==> src/rtl/scaled_bitmap_glyph_rasterizer_unit_assert.svh <==
// Assertion macros for the glyph rasterizer.
// Expects signals named clock and reset in the scope where a macro is used.
`ifndef SCALED_BITMAP_GLYPH_RASTERIZER_UNIT_ASSERT_SVH
`define SCALED_BITMAP_GLYPH_RASTERIZER_UNIT_ASSERT_SVH

// same-cycle implication
`define SBGR_ASSERT_SAME(label, pre, post, msg) \
   label: assert property (@(posedge clock) disable iff (reset) (pre) |-> (post)) \
      else $error(msg);

// next-cycle implication
`define SBGR_ASSERT_NEXT(label, pre, post, msg) \
   label: assert property (@(posedge clock) disable iff (reset) (pre) |=> (post)) \
      else $error(msg);

`endif

==> src/rtl/sbgr_pkg.sv <==
// Shared types, constants and scaling tables for the glyph rasterizer.
// No dependencies.
package sbgr_pkg;

   localparam int CELL_COLS = 5;

   localparam logic [7:0] CODE_FIRST = 8'h20;
   localparam logic [7:0] CODE_LAST  = 8'h7E;
   localparam logic [7:0] CODE_SUBST = 8'h3F;

   // request modes
   localparam logic MODE_LOAD = 1'b0;
   localparam logic MODE_DRAW = 1'b1;

   localparam logic [2:0] FONT_BOLD = 3'd7;

   // register indexes of the configuration port
   localparam logic [2:0] REG_DISPLAY_WIDTH  = 3'd0;
   localparam logic [2:0] REG_DISPLAY_HEIGHT = 3'd1;
   localparam logic [2:0] REG_CLIP_LEFT      = 3'd2;
   localparam logic [2:0] REG_CLIP_TOP       = 3'd3;
   localparam logic [2:0] REG_CLIP_WIDTH     = 3'd4;
   localparam logic [2:0] REG_CLIP_HEIGHT    = 3'd5;

   typedef logic [3:0] dy_type;
   typedef logic [2:0] col_idx_type;

   // cell size per font select
   localparam logic [3:0] CELL_W [8] = '{4'd5, 4'd3, 4'd4, 4'd4, 4'd6, 4'd7, 4'd8, 4'd5};
   localparam logic [3:0] CELL_H [8] = '{4'd7, 4'd5, 4'd5, 4'd7, 4'd9, 4'd10, 4'd11, 4'd7};

   // source row for each destination row, rounded nearest mapping
   localparam logic [2:0] ROW_MAP [8][11] = '{
      '{3'd0, 3'd1, 3'd2, 3'd3, 3'd4, 3'd5, 3'd6, 3'd0, 3'd0, 3'd0, 3'd0},
      '{3'd0, 3'd2, 3'd3, 3'd5, 3'd6, 3'd0, 3'd0, 3'd0, 3'd0, 3'd0, 3'd0},
      '{3'd0, 3'd2, 3'd3, 3'd5, 3'd6, 3'd0, 3'd0, 3'd0, 3'd0, 3'd0, 3'd0},
      '{3'd0, 3'd1, 3'd2, 3'd3, 3'd4, 3'd5, 3'd6, 3'd0, 3'd0, 3'd0, 3'd0},
      '{3'd0, 3'd1, 3'd2, 3'd2, 3'd3, 3'd4, 3'd5, 3'd5, 3'd6, 3'd0, 3'd0},
      '{3'd0, 3'd1, 3'd1, 3'd2, 3'd3, 3'd3, 3'd4, 3'd5, 3'd5, 3'd6, 3'd0},
      '{3'd0, 3'd1, 3'd1, 3'd2, 3'd2, 3'd3, 3'd4, 3'd4, 3'd5, 3'd5, 3'd6},
      '{3'd0, 3'd1, 3'd2, 3'd3, 3'd4, 3'd5, 3'd6, 3'd0, 3'd0, 3'd0, 3'd0}
   };

   // source column for each destination column
   localparam logic [2:0] COL_MAP [8][8] = '{
      '{3'd0, 3'd1, 3'd2, 3'd3, 3'd4, 3'd0, 3'd0, 3'd0},
      '{3'd0, 3'd2, 3'd4, 3'd0, 3'd0, 3'd0, 3'd0, 3'd0},
      '{3'd0, 3'd1, 3'd3, 3'd4, 3'd0, 3'd0, 3'd0, 3'd0},
      '{3'd0, 3'd1, 3'd3, 3'd4, 3'd0, 3'd0, 3'd0, 3'd0},
      '{3'd0, 3'd1, 3'd2, 3'd2, 3'd3, 3'd4, 3'd0, 3'd0},
      '{3'd0, 3'd1, 3'd1, 3'd2, 3'd3, 3'd3, 3'd4, 3'd0},
      '{3'd0, 3'd1, 3'd1, 3'd2, 3'd2, 3'd3, 3'd3, 3'd4},
      '{3'd0, 3'd1, 3'd2, 3'd3, 3'd4, 3'd0, 3'd0, 3'd0}
   };

   typedef struct packed {
      logic               mode;
      logic [7:0]         char_code;
      logic [2:0]         font_column;
      logic [6:0]         column_bits;
      logic signed [11:0] pos_x;
      logic signed [11:0] pos_y;
      logic [2:0]         font_sel;
      logic               clip_enable;
      logic [15:0]        ink_color;
      logic               display_sel;
   } req_item_type;

   typedef struct packed {
      logic               out_display;
      logic [9:0]         row_y;
      logic signed [11:0] row_x;
      logic [7:0]         pixel_mask;
      logic [15:0]        out_color;
      logic               last_row;
   } rsp_item_type;

   typedef struct packed {
      logic        start;
      logic        store_wr;
      logic        rd_en;
      col_idx_type rd_col;
      logic        cap_en;
      col_idx_type cap_col;
      dy_type      dy;
      logic        pend_load;
      logic        pend_push;
      logic        pend_flush;
   } ctl_cmd_type;

   typedef struct packed {
      logic row_hit;
      logic row_end;
      logic out_free;
   } dp_status_type;

endpackage

==> src/rtl/sbgr_intf.sv <==
// Channel interfaces of the glyph rasterizer: request, row response, register write.
// No dependencies.
interface sbgr_req_if;
   logic               valid;
   logic               ready;
   logic               mode;
   logic [7:0]         char_code;
   logic [2:0]         font_column;
   logic [6:0]         column_bits;
   logic signed [11:0] pos_x;
   logic signed [11:0] pos_y;
   logic [2:0]         font_sel;
   logic               clip_enable;
   logic [15:0]        ink_color;
   logic               display_sel;

   modport source (output valid, mode, char_code, font_column, column_bits, pos_x, pos_y,
                   font_sel, clip_enable, ink_color, display_sel, input ready);
   modport sink (input valid, mode, char_code, font_column, column_bits, pos_x, pos_y,
                 font_sel, clip_enable, ink_color, display_sel, output ready);
endinterface

interface sbgr_rsp_if;
   logic               valid;
   logic               ready;
   logic               out_display;
   logic [9:0]         row_y;
   logic signed [11:0] row_x;
   logic [7:0]         pixel_mask;
   logic [15:0]        out_color;
   logic               last_row;

   modport source (output valid, out_display, row_y, row_x, pixel_mask, out_color, last_row,
                   input ready);
   modport sink (input valid, out_display, row_y, row_x, pixel_mask, out_color, last_row,
                 output ready);
endinterface

interface sbgr_csr_if;
   logic        valid;
   logic        ready;
   logic [2:0]  index;
   logic [11:0] data;

   modport source (output valid, index, data, input ready);
   modport sink (input valid, index, data, output ready);
endinterface

==> src/rtl/scaled_bitmap_glyph_rasterizer_unit.sv <==
// Top level of the scaled 5x7 glyph rasterizer: controller plus datapath.
// Depends on sbgr_pkg, sbgr_intf.sv, sbgr_controller, sbgr_datapath and the assert header.
//
//   channel   dir  carries
//   req_chan  in   load-column or draw-character request
//   rsp_chan  out  one pixel-mask row per visible, non-empty glyph row
//   csr_chan  in   register index and write data, always ready
//
// A load request is written in the idle state. A draw runs intake, glyph
// column fetch from the single-read-port font store, a walk over the cell
// rows (5 to 11 rows) and a flush.
// Each hit row is held in the pending register so the final row can be flagged last.
// A stalled output holds the row walk only when a second hit row is ready.
// Synchronous reset restores the register defaults; the font store is not cleared.
`include "scaled_bitmap_glyph_rasterizer_unit_assert.svh"

module scaled_bitmap_glyph_rasterizer_unit #(
   parameter int GLYPH_COUNT = 95
) (
   input logic      clock,
   input logic      reset,
   sbgr_req_if.sink   req_chan,
   sbgr_rsp_if.source rsp_chan,
   sbgr_csr_if.sink   csr_chan
);
   import sbgr_pkg::*;

   req_item_type  req_item;
   rsp_item_type  rsp_item;
   ctl_cmd_type   cmd;
   dp_status_type status;
   logic          ctl_ready;
   logic          dp_rsp_valid;

   assign req_item = '{
      mode:        req_chan.mode,
      char_code:   req_chan.char_code,
      font_column: req_chan.font_column,
      column_bits: req_chan.column_bits,
      pos_x:       req_chan.pos_x,
      pos_y:       req_chan.pos_y,
      font_sel:    req_chan.font_sel,
      clip_enable: req_chan.clip_enable,
      ink_color:   req_chan.ink_color,
      display_sel: req_chan.display_sel
   };

   assign req_chan.ready = ctl_ready;
   assign csr_chan.ready = 1'b1;

   sbgr_controller u_ctl (
      .clock     (clock),
      .reset     (reset),
      .req_valid (req_chan.valid),
      .req_draw  (req_chan.mode),
      .req_ready (ctl_ready),
      .status    (status),
      .cmd       (cmd)
   );

   sbgr_datapath #(
      .GLYPH_COUNT (GLYPH_COUNT)
   ) u_dp (
      .clock     (clock),
      .reset     (reset),
      .req_item  (req_item),
      .csr_wr    (csr_chan.valid),
      .csr_index (csr_chan.index),
      .csr_data  (csr_chan.data),
      .cmd       (cmd),
      .status    (status),
      .rsp_valid (dp_rsp_valid),
      .rsp_ready (rsp_chan.ready),
      .rsp_item  (rsp_item)
   );

   assign rsp_chan.valid       = dp_rsp_valid;
   assign rsp_chan.out_display = rsp_item.out_display;
   assign rsp_chan.row_y       = rsp_item.row_y;
   assign rsp_chan.row_x       = rsp_item.row_x;
   assign rsp_chan.pixel_mask  = rsp_item.pixel_mask;
   assign rsp_chan.out_color   = rsp_item.out_color;
   assign rsp_chan.last_row    = rsp_item.last_row;

   `SBGR_ASSERT_NEXT(a_rsp_from_pend, !rsp_chan.valid && !cmd.pend_push && !cmd.pend_flush, !rsp_chan.valid, "response valid without a row push")
   `SBGR_ASSERT_SAME(a_push_not_idle, cmd.pend_push || cmd.pend_flush, !req_chan.ready, "row pushed while taking requests")
   `SBGR_ASSERT_NEXT(a_flush_last, cmd.pend_flush, rsp_chan.valid && rsp_chan.last_row, "flushed row not flagged last")

endmodule

==> src/rtl/sbgr_datapath.sv <==
// Datapath: configuration registers, font store, glyph column registers,
// row mask logic, pending row and output register. Uses sbgr_pkg.
module sbgr_datapath #(
   parameter int GLYPH_COUNT = 95
) (
   input  logic                  clock,
   input  logic                  reset,
   input  sbgr_pkg::req_item_type req_item,
   input  logic                  csr_wr,
   input  logic [2:0]            csr_index,
   input  logic [11:0]           csr_data,
   input  sbgr_pkg::ctl_cmd_type cmd,
   output sbgr_pkg::dp_status_type status,
   output logic                  rsp_valid,
   input  logic                  rsp_ready,
   output sbgr_pkg::rsp_item_type rsp_item
);
   import sbgr_pkg::*;

   localparam int STORE_DEPTH = GLYPH_COUNT * CELL_COLS;
   localparam int ADDR_W      = (STORE_DEPTH > 1) ? $clog2(STORE_DEPTH) : 1;
   localparam int LIN_W       = 11;

   // configuration
   logic [10:0]        disp_w_ff, disp_h_ff;
   logic signed [11:0] clip_left_ff, clip_top_ff;
   logic [11:0]        clip_w_ff, clip_h_ff;

   always_ff @(posedge clock) begin
      if (reset) begin
         disp_w_ff    <= 11'd320;
         disp_h_ff    <= 11'd240;
         clip_left_ff <= '0;
         clip_top_ff  <= '0;
         clip_w_ff    <= '0;
         clip_h_ff    <= '0;
      end else if (csr_wr) begin
         unique case (csr_index)
            REG_DISPLAY_WIDTH:  disp_w_ff    <= csr_data[10:0];
            REG_DISPLAY_HEIGHT: disp_h_ff    <= csr_data[10:0];
            REG_CLIP_LEFT:      clip_left_ff <= csr_data;
            REG_CLIP_TOP:       clip_top_ff  <= csr_data;
            REG_CLIP_WIDTH:     clip_w_ff    <= csr_data;
            REG_CLIP_HEIGHT:    clip_h_ff    <= csr_data;
            default: ;
         endcase
      end
   end

   logic [10:0] w_sat, h_sat;
   assign w_sat = (disp_w_ff > 11'd1024) ? 11'd1024 : disp_w_ff;
   assign h_sat = (disp_h_ff > 11'd1024) ? 11'd1024 : disp_h_ff;

   // draw code mapping
   logic [7:0] code_map;
   logic [6:0] gidx;
   logic       glyph_ok;
   assign code_map = (req_item.char_code < CODE_FIRST || req_item.char_code > CODE_LAST) ?
                     CODE_SUBST : req_item.char_code;
   assign gidx     = 7'(code_map - CODE_FIRST);
   assign glyph_ok = 9'(gidx) < 9'(GLYPH_COUNT);

   // item registers
   logic signed [11:0] x_ff, y_ff;
   logic [2:0]         fsel_ff;
   logic               clip_ff, dsel_ff, glyph_ok_ff;
   logic [15:0]        color_ff;
   logic [6:0]         gidx_ff;

   always_ff @(posedge clock) begin
      if (cmd.start) begin
         x_ff        <= req_item.pos_x;
         y_ff        <= req_item.pos_y;
         fsel_ff     <= req_item.font_sel;
         clip_ff     <= req_item.clip_enable;
         dsel_ff     <= req_item.display_sel;
         color_ff    <= req_item.ink_color;
         gidx_ff     <= gidx;
         glyph_ok_ff <= glyph_ok;
      end
   end

   // font store
   logic [7:0]        lidx;
   logic              load_ok;
   logic [LIN_W-1:0]  wr_lin, rd_lin;
   logic [ADDR_W-1:0] wr_addr, rd_addr;
   logic [6:0]        store_mem [STORE_DEPTH];
   logic [6:0]        rd_data_ff;

   assign lidx    = req_item.char_code - CODE_FIRST;
   assign load_ok = (req_item.char_code >= CODE_FIRST) && (9'(lidx) < 9'(GLYPH_COUNT)) &&
                    (req_item.font_column < 3'(CELL_COLS));
   assign wr_lin  = {1'b0, lidx, 2'b00} + LIN_W'(lidx) + LIN_W'(req_item.font_column);
   assign rd_lin  = {2'b00, gidx_ff, 2'b00} + LIN_W'(gidx_ff) + LIN_W'(cmd.rd_col);
   assign wr_addr = ADDR_W'(wr_lin);
   assign rd_addr = ADDR_W'(rd_lin);

   always_ff @(posedge clock) begin
      if (cmd.store_wr && load_ok) begin
         store_mem[wr_addr] <= req_item.column_bits;
      end
      if (cmd.rd_en && glyph_ok_ff) begin
         rd_data_ff <= store_mem[rd_addr];
      end
   end

   // glyph columns; a glyph beyond the store reads as blank
   logic [6:0] cols_ff [CELL_COLS];

   always_ff @(posedge clock) begin
      if (cmd.cap_en) begin
         cols_ff[cmd.cap_col] <= glyph_ok_ff ? rd_data_ff : 7'd0;
      end
   end

   // column enables depend on the item and the configuration registers, refreshed every cycle
   logic signed [13:0] clip_right, clip_bottom;
   logic signed [13:0] w_ext, h_ext, px, py;
   logic [7:0]         col_en_in, col_en_ff;

   assign clip_right  = 14'(clip_left_ff) + $signed({2'b00, clip_w_ff});
   assign clip_bottom = 14'(clip_top_ff) + $signed({2'b00, clip_h_ff});
   assign w_ext       = $signed({3'b000, w_sat});
   assign h_ext       = $signed({3'b000, h_sat});

   always_comb begin
      px = '0;
      for (int dx = 0; dx < 8; dx++) begin
         px = 14'(x_ff) + 14'(dx);
         col_en_in[dx] = (4'(dx) < CELL_W[fsel_ff]) && (px >= 14'sd0) && (px < w_ext) &&
                         (!clip_ff || (px >= 14'(clip_left_ff) && px < clip_right));
      end
   end

   always_ff @(posedge clock) begin
      col_en_ff <= col_en_in;
   end

   // row mask
   logic [2:0] sy;
   logic [4:0] src_bits, glyph_bits;
   logic [7:0] row_mask;
   logic       row_ok;

   assign sy = ROW_MAP[fsel_ff][cmd.dy];

   always_comb begin
      for (int c = 0; c < CELL_COLS; c++) begin
         src_bits[c] = cols_ff[c][sy];
      end
   end

   // bold ORs in the column to the right
   assign glyph_bits = (fsel_ff == FONT_BOLD) ? (src_bits | {1'b0, src_bits[4:1]}) : src_bits;

   always_comb begin
      for (int dx = 0; dx < 8; dx++) begin
         row_mask[dx] = col_en_ff[dx] & glyph_bits[COL_MAP[fsel_ff][dx]];
      end
   end

   assign py     = 14'(y_ff) + 14'(cmd.dy);
   assign row_ok = (py >= 14'sd0) && (py < h_ext) &&
                   (!clip_ff || (py >= 14'(clip_top_ff) && py < clip_bottom));

   // pending row, held until it is known whether a later row follows
   logic [9:0] pend_y_ff;
   logic [7:0] pend_mask_ff;

   always_ff @(posedge clock) begin
      if (cmd.pend_load) begin
         pend_y_ff    <= py[9:0];
         pend_mask_ff <= row_mask;
      end
   end

   // output register
   logic         rsp_valid_ff;
   rsp_item_type rsp_item_ff;
   logic         out_load;

   assign out_load = cmd.pend_push || cmd.pend_flush;

   always_ff @(posedge clock) begin
      if (reset) begin
         rsp_valid_ff <= 1'b0;
      end else if (out_load) begin
         rsp_valid_ff <= 1'b1;
      end else if (rsp_ready) begin
         rsp_valid_ff <= 1'b0;
      end
   end

   always_ff @(posedge clock) begin
      if (out_load) begin
         rsp_item_ff.out_display <= dsel_ff;
         rsp_item_ff.row_y       <= pend_y_ff;
         rsp_item_ff.row_x       <= x_ff;
         rsp_item_ff.pixel_mask  <= pend_mask_ff;
         rsp_item_ff.out_color   <= color_ff;
         rsp_item_ff.last_row    <= cmd.pend_flush;
      end
   end

   assign rsp_valid       = rsp_valid_ff;
   assign rsp_item        = rsp_item_ff;
   assign status.row_hit  = row_ok && (row_mask != 8'd0);
   assign status.row_end  = cmd.dy == (CELL_H[fsel_ff] - 4'd1);
   assign status.out_free = !rsp_valid_ff || rsp_ready;

endmodule

==> src/rtl/sbgr_controller.sv <==
// Sequencer: request intake, glyph column fetch, row walk and final flush.
// Uses sbgr_pkg; drives the datapath command struct.
module sbgr_controller (
   input  logic                    clock,
   input  logic                    reset,
   input  logic                    req_valid,
   input  logic                    req_draw,
   output logic                    req_ready,
   input  sbgr_pkg::dp_status_type status,
   output sbgr_pkg::ctl_cmd_type   cmd
);
   import sbgr_pkg::*;

   localparam logic [1:0] ST_IDLE  = 2'd0;
   localparam logic [1:0] ST_FETCH = 2'd1;
   localparam logic [1:0] ST_ROW   = 2'd2;
   localparam logic [1:0] ST_FLUSH = 2'd3;

   localparam col_idx_type FETCH_LAST = col_idx_type'(CELL_COLS);

   logic [1:0]  state_ff, state_in;
   col_idx_type cnt_ff, cnt_in;
   dy_type      dy_ff, dy_in;
   logic        pend_valid_ff, pend_valid_in;
   logic        fire, stall;

   assign req_ready = state_ff == ST_IDLE;
   assign fire      = req_valid && req_ready;
   assign stall     = status.row_hit && pend_valid_ff && !status.out_free;

   always_comb begin
      state_in      = state_ff;
      cnt_in        = cnt_ff;
      dy_in         = dy_ff;
      pend_valid_in = pend_valid_ff;
      cmd           = '0;
      cmd.dy        = dy_ff;
      cmd.rd_col    = cnt_ff;
      cmd.cap_col   = cnt_ff - 3'd1;
      unique case (state_ff)
         ST_IDLE: begin
            if (fire) begin
               if (req_draw) begin
                  cmd.start     = 1'b1;
                  cnt_in        = '0;
                  pend_valid_in = 1'b0;
                  state_in      = ST_FETCH;
               end else begin
                  cmd.store_wr = 1'b1;
               end
            end
         end
         ST_FETCH: begin
            // read column n, capture column n-1 from the registered read
            cmd.rd_en  = cnt_ff < FETCH_LAST;
            cmd.cap_en = cnt_ff != 3'd0;
            if (cnt_ff == FETCH_LAST) begin
               dy_in    = '0;
               state_in = ST_ROW;
            end else begin
               cnt_in = cnt_ff + 3'd1;
            end
         end
         ST_ROW: begin
            if (!stall) begin
               if (status.row_hit) begin
                  cmd.pend_load = 1'b1;
                  cmd.pend_push = pend_valid_ff;
                  pend_valid_in = 1'b1;
               end
               if (status.row_end) begin
                  state_in = ST_FLUSH;
               end else begin
                  dy_in = dy_ff + 4'd1;
               end
            end
         end
         ST_FLUSH: begin
            if (!pend_valid_ff) begin
               state_in = ST_IDLE;
            end else if (status.out_free) begin
               cmd.pend_flush = 1'b1;
               pend_valid_in  = 1'b0;
               state_in       = ST_IDLE;
            end
         end
         default: state_in = ST_IDLE;
      endcase
   end

   always_ff @(posedge clock) begin
      if (reset) begin
         state_ff      <= ST_IDLE;
         cnt_ff        <= '0;
         dy_ff         <= '0;
         pend_valid_ff <= 1'b0;
      end else begin
         state_ff      <= state_in;
         cnt_ff        <= cnt_in;
         dy_ff         <= dy_in;
         pend_valid_ff <= pend_valid_in;
      end
   end

endmodule

==> src/flat_wrapper.sv <==
// flat-port wrapper written by rule: the top's interface ports become plain ports
module scaled_bitmap_glyph_rasterizer_unit_flat import sbgr_pkg::*;
#(
   parameter int GLYPH_COUNT = 95
)
  (clock, reset, req_chan_valid, req_chan_mode, req_chan_char_code, req_chan_font_column, req_chan_column_bits, req_chan_pos_x, req_chan_pos_y, req_chan_font_sel, req_chan_clip_enable, req_chan_ink_color, req_chan_display_sel, req_chan_ready, rsp_chan_valid, rsp_chan_out_display, rsp_chan_row_y, rsp_chan_row_x, rsp_chan_pixel_mask, rsp_chan_out_color, rsp_chan_last_row, rsp_chan_ready, csr_chan_valid, csr_chan_index, csr_chan_data, csr_chan_ready);
  sbgr_req_if req_chan_i ();
  sbgr_rsp_if rsp_chan_i ();
  sbgr_csr_if csr_chan_i ();
  input logic clock;
  input logic reset;
  input wire logic [$bits(req_chan_i.valid)-1:0] req_chan_valid;
  input wire logic [$bits(req_chan_i.mode)-1:0] req_chan_mode;
  input wire logic [$bits(req_chan_i.char_code)-1:0] req_chan_char_code;
  input wire logic [$bits(req_chan_i.font_column)-1:0] req_chan_font_column;
  input wire logic [$bits(req_chan_i.column_bits)-1:0] req_chan_column_bits;
  input wire logic [$bits(req_chan_i.pos_x)-1:0] req_chan_pos_x;
  input wire logic [$bits(req_chan_i.pos_y)-1:0] req_chan_pos_y;
  input wire logic [$bits(req_chan_i.font_sel)-1:0] req_chan_font_sel;
  input wire logic [$bits(req_chan_i.clip_enable)-1:0] req_chan_clip_enable;
  input wire logic [$bits(req_chan_i.ink_color)-1:0] req_chan_ink_color;
  input wire logic [$bits(req_chan_i.display_sel)-1:0] req_chan_display_sel;
  output wire logic [$bits(req_chan_i.ready)-1:0] req_chan_ready;
  output wire logic [$bits(rsp_chan_i.valid)-1:0] rsp_chan_valid;
  output wire logic [$bits(rsp_chan_i.out_display)-1:0] rsp_chan_out_display;
  output wire logic [$bits(rsp_chan_i.row_y)-1:0] rsp_chan_row_y;
  output wire logic [$bits(rsp_chan_i.row_x)-1:0] rsp_chan_row_x;
  output wire logic [$bits(rsp_chan_i.pixel_mask)-1:0] rsp_chan_pixel_mask;
  output wire logic [$bits(rsp_chan_i.out_color)-1:0] rsp_chan_out_color;
  output wire logic [$bits(rsp_chan_i.last_row)-1:0] rsp_chan_last_row;
  input wire logic [$bits(rsp_chan_i.ready)-1:0] rsp_chan_ready;
  input wire logic [$bits(csr_chan_i.valid)-1:0] csr_chan_valid;
  input wire logic [$bits(csr_chan_i.index)-1:0] csr_chan_index;
  input wire logic [$bits(csr_chan_i.data)-1:0] csr_chan_data;
  output wire logic [$bits(csr_chan_i.ready)-1:0] csr_chan_ready;
  assign req_chan_i.valid = req_chan_valid;
  assign req_chan_i.mode = req_chan_mode;
  assign req_chan_i.char_code = req_chan_char_code;
  assign req_chan_i.font_column = req_chan_font_column;
  assign req_chan_i.column_bits = req_chan_column_bits;
  assign req_chan_i.pos_x = req_chan_pos_x;
  assign req_chan_i.pos_y = req_chan_pos_y;
  assign req_chan_i.font_sel = req_chan_font_sel;
  assign req_chan_i.clip_enable = req_chan_clip_enable;
  assign req_chan_i.ink_color = req_chan_ink_color;
  assign req_chan_i.display_sel = req_chan_display_sel;
  assign req_chan_ready = req_chan_i.ready;
  assign rsp_chan_valid = rsp_chan_i.valid;
  assign rsp_chan_out_display = rsp_chan_i.out_display;
  assign rsp_chan_row_y = rsp_chan_i.row_y;
  assign rsp_chan_row_x = rsp_chan_i.row_x;
  assign rsp_chan_pixel_mask = rsp_chan_i.pixel_mask;
  assign rsp_chan_out_color = rsp_chan_i.out_color;
  assign rsp_chan_last_row = rsp_chan_i.last_row;
  assign rsp_chan_i.ready = rsp_chan_ready;
  assign csr_chan_i.valid = csr_chan_valid;
  assign csr_chan_i.index = csr_chan_index;
  assign csr_chan_i.data = csr_chan_data;
  assign csr_chan_ready = csr_chan_i.ready;
  scaled_bitmap_glyph_rasterizer_unit #(.GLYPH_COUNT(GLYPH_COUNT)) u_core (.clock(clock), .reset(reset), .req_chan(req_chan_i), .rsp_chan(rsp_chan_i), .csr_chan(csr_chan_i));
endmodule
==> config.mk <==
export PLATFORM = sky130hd
export DESIGN_NAME = scaled_bitmap_glyph_rasterizer_unit_flat
export DESIGN_NICKNAME = d
export VERILOG_FILES = /design/src/rtl/sbgr_pkg.sv /design/src/rtl/sbgr_intf.sv /design/src/rtl/scaled_bitmap_glyph_rasterizer_unit.sv /design/src/rtl/sbgr_datapath.sv /design/src/rtl/sbgr_controller.sv /design/src/flat_wrapper.sv
export VERILOG_INCLUDE_DIRS = /design/src /design/src/rtl
export SDC_FILE = /design/constraint.sdc
export NUM_CORES = 2
export LEC_CHECK = 0
export ABC_AREA = 1
export BUFFER_PORTS_ARGS = -buffer_cell sky130_fd_sc_hd__buf_4
export CORE_MARGIN = 3
export CORE_UTILIZATION = 50
export CTS_CLUSTER_SIZE = 28
export DETAILED_ROUTE_END_ITERATION = 7
export PLACE_DENSITY = 0.73
export RECOVER_POWER = 50
export SYNTH_ARGS = -nofsm -noshare
export SYNTH_HDL_FRONTEND = slang
export SYNTH_SLANG_ARGS = --single-unit
==> constraint.sdc <==
create_clock -name clock -period 7.46 [get_ports clock]
set_input_delay 0.746 -clock clock [delete_from_list [all_inputs] [get_ports clock]]
set_output_delay 0.746 -clock clock [all_outputs]
set_load 0.1 [all_outputs]
==> reports/results.txt <==
DP HPWL: 247000 µm
Synth top area cells: edfxtp_1 (69%), nor2_1 (7.3%), o21ai_0 (7.2%)
Footprint of the multi-input gates: 41000 µm²
Die ar.: 310000 µm²
Max-slew violations: 2049
Die Span X: 557 µm
Final TNS setup: 0 ns
Setup-failing EPs final: 0
Vias in the first global route: 99.2k
Combinational power share: 0.273
Syn-to-layout area delta: 11.0%
Failing checks: capacitance limit, slew limit
FF-to-FF Start: u_core.u_dp.gidx_ff[0]
# nets final: 12.9k
Vias per cell: 6.26
Max-cap violations: 25
Layout cell share with drive strength beyond 1: 0.0681
Final min period: 6.46 ns
RSZ-0062 raised after global routing: false
# DRC: 0
Setup bufs post-CTS: 0
Synth unique cells: 63
Fraction of the cycle the final worst path needs: 0.866
# IOs: 135
Fillers: 23.7k
Required @ worst endpoint: 7.89 ns
Maximum buffer depth of the clock tree: 4
Crit-path cells: clkbuf_1 > clkbuf_2
First-pass iteration count of the detailed router: 7
Syn_nets: 13.1k
Top cell type's share of synthesized area: 0.690
Gr usage total: 0.264
CTS tree: done
CP endpoint kind: flip-flop
Sw frac: 0.340
Sequential fraction of the synthesis area: 0.702
Hold-fix buffer count after cts: 45
Synth warn: 0
CP bufs+invs: 2
RD Place Congestion: 0.921
Std-Cell Rows: 201
Final Skew: 0.0632 ns
Kind of critical path: in -> reg
Average wire per standard cell: 25.3 µm
Sink Count: 3575
Top FF cell, synth: edfxtp_1
Min-delay src: csr_chan_data[7]
Net Sw Power: 18.8 mW
Post-CTS Resized: 0
CP max-delay cell: clkbuf_1
CP peak stage delay: 4.22 ns
Via count: 104k
Commonest non-fill, non-tap cell in the layout: edfxtp_1
Routed WL: 423000 µm
Core area: 301000 µm²
Largest net degree at the start of global routing: 196
Synth Area per Inst: 12.1 µm²
Internal: 36.4 mW
Worst hold path type: in -> reg
First-pass GRT wire length: 622000 µm
Lkg Pwr: 55.0 nW
CP arrival: 6.89 ns
Clock network fraction of total power: 0.323
CTS clk-pin slew, worst paths: 0.06 ns
Rel. slew slack: -3.44
Startpoint types: input port
Area leader, netlist: edfxtp_1
Chip height: 557 µm
Delay-heaviest family, CP: buffers and inverters
Post-route ant nets: 0
CP startpoint: req_chan_column_bits[1]
Fraction of registers with async set/reset: 0
Sequential Area: 106000 µm²
Post-synth EDFFs: 3486
DR iter-0 viols: 15.8k
IO buf count: 133
Sequential share of power: 0.404
Status: finished, violations left
Initial antenna violation count: 16
Crit-path max FO: 97
Fmax: 155 MHz
H-tree depth: 5
Worst Tran Pin Value: 6.66 ns
CTS Root Buffer Type: clkbuf_16
Total grt overflow: 0
P per Cell Area: 328 nW/µm²
Worst vdd ir: 0.301 mV
Flops & latches, synth: 3575
Total CTS buffers: 351
Final hold vios: 0
Worst-skew pair later-pin latency: 0.95 ns
Initial Util: 0.504
Post-Syn Instances: 12.6k
Commonest non-fill, non-tap cells in the layout: edfxtp_1 (3486), nor2_1 (2945), o21ai_0 (2178)
Cell area after synthesis: 152000 µm²
Hold slack: 0.146 ns
-- flip-flops by register name, indices dropped and copies added, names as in the netlist, 2 cells and up --
name                      cells
u_core.u_dp.clip_w_ff        12
u_core.u_dp.x_ff             12
u_core.u_dp.pend_mask_ff      8
u_core.u_dp.rsp_item         48
u_core.u_dp.disp_h_ff        11
u_core.u_dp.rd_data_ff        7
u_core.u_dp.col_en_ff         8
u_core.u_dp.clip_h_ff        12
u_core.u_dp.store_mem      3325
u_core.u_dp.color_ff         16
u_core.u_dp.gidx_ff           7
u_core.u_ctl.cnt_ff           3
u_core.u_dp.fsel_ff           3
u_core.u_ctl.state_ff         2
u_core.u_dp.pend_y_ff        10
u_core.u_dp.y_ff             12
u_core.u_dp.cols_ff          35
u_core.u_dp.clip_top_ff      12
u_core.u_ctl.dy_ff            4
u_core.u_dp.disp_w_ff        11
u_core.u_dp.clip_left_ff     12
-- final timing paths --
path	to	slack [ns]	cells past startpoint
setup / recovery	u_core.u_dp.store_mem[62][1]	1.0	2
hold / removal	u_core.u_dp.disp_h_ff[7]	0.15	3
setup reg to reg	u_core.u_dp.rd_data_ff[5]	1.91	12
hold reg to reg	u_core.u_dp.rsp_item[37]	0.42	0
-- cells in the mapped netlist (6+ instances only) --
library cell and count:
a211oi_1 13, a21oi_1 248, a31oi_1 7, buf_1 25, buf_2 14, clkbuf_1 799, clkinv_1 10, dfxtp_1 89
edfxtp_1 3486, fa_1 7, ha_1 392, inv_1 304, inv_2 9, mux2_2 7, nand2_1 463, nand2_2 8
nand3_1 150, nand3b_1 13, nand4_1 40, nor2_1 2948, nor3_1 38, nor4_1 9, o2111ai_1 6, o211ai_1 15
o21ai_0 2178, o21ai_1 6, o21bai_1 19, o221ai_1 74, o22ai_1 902, o311ai_0 13, o31ai_1 21, o32ai_1 86
xnor2_1 19, xor2_1 94
-- worst min-delay path: cells and delay by family --
| family | cells | cell delay [ns] |
|---|---|---|
| buffers and inverters | 1 | 0.17 |
| AND/OR/NAND/NOR | 2 | 0.14 |
-- metrics by stage --
| stage | worst slack, ns | utilization | area [µm²] | power, mW | std cells |
|---|---|---|---|---|---|
| 6_report | 0.998 | 0.560 | 168000 | 55.2 | 16700 |
| 5_1_grt | 0.901 | 0.560 | 168000 | 57.2 | 16700 |
| 4_1_cts | 2.14 | 0.561 | 169000 | 54.9 | 16700 |
| 3_5_place_dp | 1.50 | 0.521 | 157000 | 37.2 | 16000 |
| 3_3_place_gp | 1.52 | 0.521 | 157000 | 37.1 | 16000 |
| 2_1_floorplan | 2.10 | - | 152000 | 31.9 | 12600 |
-- cells by family after synthesis --
logic type | Yosys count | synth area share
AO/OA/AOI/OAI | 3619 | 0.133
flip-flops | 3575 | 0.702
AND/OR/NAND/NOR | 3696 | 0.0951
buffers and inverters | 1166 | 0.0291
XOR/XNOR | 113 | 0.00653
multiplexers | 7 | 0.000520
other | 1 | 0.0000247
adder cells (fa/ha/maj) | 399 | 0.0333
-- cell type report --
type / count / area share
Clock inverter: 220 / 0.0138
Tap cell: 3958 / 0.0294
Antenna cell: 9 / 0.000134
Inverter: 323 / 0.00736
Timing Repair Buffer: 356 / 0.0189
Multi-Input combinational cell: 7835 / 0.244
Sequential cell: 3575 / 0.632
Clock buffer: 416 / 0.0545
-- metal layers --
layer | vias to the layer above | wire [µm] | part of all wire | track usage
li1 | 46000 | - | - | -
met5 | - | 23 | 0.000054 | 0
met2 | 7168 | 192000 | 0.46 | 0.414
met3 | 1101 | 50200 | 0.12 | 0.0581
met1 | 50200 | 161000 | 0.38 | 0.359
met4 | 4 | 18700 | 0.044 | 0.107
-- power groups by stage --
stage               clock (mW)  sequential (mW)  combinational, mW
floorplan                    0             22.7               9.22
global placement             0             22.7               14.4
detailed placement           0             22.7               14.5
CTS                       17.9             22.3               14.7
global route              18.7             22.3               16.2
finish                    17.8             22.3               15.1
Power figures use the tool's default switching activity.
